[config.mk]
export PLATFORM = sky130hd
export DESIGN_NAME = clc_cross_unit
export DESIGN_NICKNAME = d
export VERILOG_FILES = /design/src/rtl/core/clc_pkg.sv /design/src/rtl/core/clc_cross_unit.sv
export SDC_FILE = /design/constraint.sdc
export NUM_CORES = 2
export LEC_CHECK = 0
export BUFFER_PORTS_ARGS = -buffer_cell sky130_fd_sc_hd__buf_2
export CAP_MARGIN = 20
export CELL_PAD_IN_SITES_DETAIL_PLACEMENT = 1
export CELL_PAD_IN_SITES_GLOBAL_PLACEMENT = 1
export CORE_ASPECT_RATIO = 0.7
export CORE_MARGIN = 2
export CORE_UTILIZATION = 24
export DETAILED_ROUTE_END_ITERATION = 16
export GPL_ROUTABILITY_DRIVEN = 0
export HOLD_SLACK_MARGIN = 0.03
export PLACE_DENSITY = 0.57
export SLEW_MARGIN = 20
export SYNTH_ARGS = -nofsm -noshare
export SYNTH_HDL_FRONTEND = slang
export SYNTH_SLANG_ARGS = --single-unit
[constraint.sdc]
create_clock -name clk_i -period 10.8 [get_ports clk_i]
set_input_delay 0.54 -clock clk_i [delete_from_list [all_inputs] [get_ports clk_i]]
set_output_delay 0.54 -clock clk_i [all_outputs]
set_load 0.005 [all_outputs]
[src/rtl/core/clc_pkg.sv]
// Shared types and constants for the convex layer counter.
// Holds the point format, the cross-product unit interface and the state encodings.
// No dependencies.
package clc_pkg;

  localparam int MaxPoints = 1024;
  localparam int CoordBits = 31;
  localparam int IdxW      = $clog2(MaxPoints + 1);
  localparam int AddrW     = $clog2(MaxPoints);
  localparam int CountW    = 11;
  localparam int DiffW     = CoordBits + 1;
  localparam int ProdW     = 2 * DiffW;
  localparam int ResW      = ProdW + 1;

  typedef struct packed {
    logic signed [CoordBits-1:0] y;
    logic signed [CoordBits-1:0] x;
  } pt_t;

  typedef enum logic {
    CU_CROSS,
    CU_DIST
  } cu_op_e;

  typedef struct packed {
    logic   start;
    cu_op_e op;
    pt_t    a;
    pt_t    b;
    pt_t    c;
  } cu_req_t;

  typedef struct packed {
    logic                   done;
    logic signed [ResW-1:0] res;
  } cu_rsp_t;

  typedef enum logic [1:0] {
    CU_IDLE,
    CU_MUL1,
    CU_MUL2,
    CU_SUM
  } cu_state_e;

  typedef enum logic [5:0] {
    S_IDLE, S_RND, S_MIN0, S_MINRD, S_MINCMP, S_SWRD, S_SWW1, S_SWW2,
    S_ISTOP, S_IST, S_ISCHK, S_ISCMP, S_ISCR, S_ISDA, S_ISDB, S_ISSTEP, S_ISPUT,
    S_GSTOP, S_GSLOOP, S_GSFA, S_GSFB, S_GSFC, S_GSOR, S_GSCL, S_GSCLD, S_GSCLW,
    S_GSPK, S_GSSWAP, S_GSSWR, S_GSSWW,
    S_CLA, S_CLB, S_CLC, S_CLTOP, S_CLD, S_CLW,
    S_HA, S_HB, S_HC, S_HD, S_HW,
    S_CPRD, S_CPWR, S_EMIT
  } seq_state_e;

endpackage

[src/rtl/core/clc_cross_unit.sv]
// Shared arithmetic unit: one signed 32x32 multiplier used twice per request.
// Forms (b-a)x(c-a) or |b-a|^2. Depends on clc_pkg.
module clc_cross_unit import clc_pkg::*; (
  input  logic    clk_i,
  input  logic    rst_ni,
  input  cu_req_t req_i,
  output cu_rsp_t rsp_o
);

  cu_state_e state_q, state_d;

  logic signed [DiffW-1:0] d1_q, d2_q, d3_q, d4_q;
  logic signed [DiffW-1:0] d1_n, d2_n, d3_n, d4_n;
  logic signed [DiffW-1:0] mul_a, mul_b;
  logic signed [ProdW-1:0] prod, p1_q, p2_q;
  logic signed [ResW-1:0]  res_q;
  cu_op_e                  op_q;
  logic                    done_q;

  assign d1_n = DiffW'(req_i.b.x) - DiffW'(req_i.a.x);
  assign d3_n = DiffW'(req_i.b.y) - DiffW'(req_i.a.y);
  assign d2_n = (req_i.op == CU_CROSS) ? DiffW'(req_i.c.y) - DiffW'(req_i.a.y) : d1_n;
  assign d4_n = (req_i.op == CU_CROSS) ? DiffW'(req_i.c.x) - DiffW'(req_i.a.x) : d3_n;

  always_comb begin
    state_d = state_q;
    unique case (state_q)
      CU_IDLE: if (req_i.start) state_d = CU_MUL1;
      CU_MUL1: state_d = CU_MUL2;
      CU_MUL2: state_d = CU_SUM;
      CU_SUM:  state_d = CU_IDLE;
      default: state_d = CU_IDLE;
    endcase
  end

  always_comb begin
    mul_a = (state_q == CU_MUL1) ? d1_q : d3_q;
    mul_b = (state_q == CU_MUL1) ? d2_q : d4_q;
  end

  assign prod = mul_a * mul_b;

  always_ff @(posedge clk_i or negedge rst_ni) begin
    if (!rst_ni) begin
      state_q <= CU_IDLE;
      done_q  <= 1'b0;
    end else begin
      state_q <= state_d;
      done_q  <= (state_q == CU_SUM);
    end
  end

  always_ff @(posedge clk_i) begin
    if (state_q == CU_IDLE && req_i.start) begin
      d1_q <= d1_n;
      d2_q <= d2_n;
      d3_q <= d3_n;
      d4_q <= d4_n;
      op_q <= req_i.op;
    end
    if (state_q == CU_MUL1) p1_q <= prod;
    if (state_q == CU_MUL2) p2_q <= prod;
    if (state_q == CU_SUM) begin
      if (op_q == CU_CROSS) res_q <= ResW'(p1_q) - ResW'(p2_q);
      else                  res_q <= ResW'(p1_q) + ResW'(p2_q);
    end
  end

  assign rsp_o.done = done_q;
  assign rsp_o.res  = res_q;

endmodule

==> impl_metrics.yaml <==
setup_path:
  arrival_ps: 10730
  path_max_fanout: 24
  critPathMostFrequentCell: "fa_1"
  critical_path_class: "reg -> reg"
  required_ps: 11170
  path_buf_inv: 6
  slowest_delay_ps: 630
  critical-path-top-delay-family: "adder cells"
  endpoint_kind: "register"
  cp_slowest_cell: "mux2i_1"
  r2r_slack_ps: 440
  start_kind: "register"
run:
  max_cap_viol_count: 0
drt:
  antenna_left: 0
  vias_per_cell: 4.580
  drt-total-wl_um: 199800
  vias: 42810
  drc_errors: 0
  drt-initial-drc-count: 2630
  dr.pass1.iters: 5
  routedWlPerCell_um: 21.38
timing:
  finalSetupViolCount: 0
  max_freq_mhz: 96.55
  worst_pin_slew_ps: 1101
  tns_ps: 0
  fin_crit_sh_pct: 95.90
  final_max_slew_viol_count: 0
  max-slew-margin-rel_pct: 25.65
  period_needed_ps: 10360
  finalHoldViolCount: 0
  fin_skew_ps: 36.67
  rsz0062_at_grt: "no"
place:
  placed_cells: 9277
  portBuffers: 255
  dp_hpwl_um: 167900
clock_tree:
  tritoncts: "built"
  cts.path.max_buffers: 3
  clk-insertion-delay-late_ps: 630
  cts_made_buffers: 38
  path_clk_slew_ps: 60
  cts_setup_buffers: 0
  cts.sinks: 325
  htreeDepth: 2
  root_buffer: "clkbuf_16"
grt:
  grt_overflow: 0
  grt_pass1_wl_um: 305900
  grt_max_degree: 78
  track_usage_pct: 16.96
  antenna_found_initial: 9
  grt_pass1_vias: 48270
worst_hold_path:
  hold_path_class: "in -> reg"
run_status:
  outcome: "finished clean"
finish:
  layout-drive-gt1-share_pct: 9.410
  nets: 7802
  final_cell_mix: "inv_1, fa_1, nor2_1, nand2_1, ha_1"
  mostFrequentLayoutCell: "inv_1"
  stdcell_count: 9347
  area_growth_pct: 12.11
die:
  boundaryPins: 256
  initial_utilization_pct: 24.15
  dieArea_um2: 241100
  core_area_um2: 235600
  die_w_um: 586
  rows: 149
  die_h_um: 411.4
yosys:
  synth-edff-count: 322
  synthCells: 5928
  async_flop_share_pct: 0.9231
  netlist_area_um2: 56910
  syn_area_per_cell_um2: 9.599
  yosys_warnings: 0
  yosysSeqAreaShare_pct: 17.12
  synth_seq_cells: 325
  synthFlopType: "edfxtp_1"
  synth_cell_types: 88
  synthesis.nets: 7583
path summary, 6_finish.rpt:
check | start | end | cells after the start
min | req_i[187] | state_q[0]$_DFFE_PN0P_ | 3
max reg2reg | state_q[1]$_DFFE_PN0P_ | p1_q[62]$_DFFE_PP_ | 30
min reg2reg | p1_q[0]$_DFFE_PP_ | res_q[0]$_DFFE_PP_ | 1
max | state_q[1]$_DFFE_PN0P_ | p1_q[62]$_DFFE_PP_ | 30
max in group asynchronous | rst_ni | state_q[1]$_DFFE_PN0P_ | 2
min in group asynchronous | rst_ni | done_q$_DFF_PN0_ | 2
worst min-delay path, stage by stage:
cell and delay, ps:
buf_2 120, nor2b_1 80, a21oi_1 140
through the flow:
stage | cell area [um^2] | hold slack (ps) | setup slack, ps | util, %
2_1_floorplan | 56910 | 244.4 | 533.7 | -
3_3_place_gp | 62530 | 443.5 | 639.3 | 26.54
3_5_place_dp | 62530 | 446.3 | 554.1 | 26.54
4_1_cts | 63790 | 260.2 | 503.4 | 27.07
5_1_grt | 63790 | 304.7 | 28.70 | 27.07
6_report | 63800 | 303.1 | 442.6 | 27.07
what timing repair did:
action	CTS	global route
hold buffers	1	0
resized for setup	0	0
setup endpoints to repair	0	0
hold endpoints to repair	3	0
registers in the layout (all words and copies together), names as in the netlist:
signal and flops:
p1_q 64, d4_q 32, state_q 2, p2_q 64, done_q 1, op_q 1, res_q 65, d3_q 32
d1_q 32, d2_q 32
cell type report:
cell class | instances | area (um^2)
flip-flops and latches | 325 | 9744
clock inverters | 23 | 270.3
clock buffers | 44 | 973.4
well taps | 3171 | 3968
multi-input cells | 4287 | 42340
diodes | 2 | 5.005
repair buffers | 385 | 2330
inverters | 1110 | 4167
fillers | 27480 | 171800
cell usage after synthesis, types with 44 or more instances:
cell	count	area, um^2
ha_1	378	4730
inv_1	1109	4163
nand2_1	666	2500
nand2b_1	49	306.5
edfxtp_1	322	9669
nand3_1	46	230.2
a21o_1	124	930.9
xnor2_1	150	1314
clkbuf_1	184	690.7
o21ai_0	138	690.7
xor2_1	135	1182
nor3_1	44	220.2
fa_1	1087	21760
nor2_1	666	2500
mux2_2	79	889.6
mux2i_1	64	640.6
a21oi_1	253	1266
routing by layer:
metal	GRT usage [%]	up-vias	wire length (um)
met2	28.52	949	94320
met4	3.727	0	4671
li1	-	19100	-
met5	0	-	0
met1	22.90	22530	90330
met3	2.609	240	10480
kinds of logic (layout without fill, tap and decap cells):
group | Yosys count | count (layout) | share of synthesized area [%]
and+or+nand+nor | 1649 | 1649 | 12.27
adders and majority gates | 1465 | 1465 | 46.55
buffers and inverters | 1316 | 1562 | 8.692
AOI/OAI and AO/OA | 744 | 744 | 8.263
DFF | 325 | 325 | 17.12
xor gates and xnor gates | 286 | 286 | 4.415
muxes | 143 | 143 | 2.689
other | 0 | 2 | 0
Power is not shown: default switching activity piles up to over one toggle a cycle in this logic, so the estimate is an artifact.
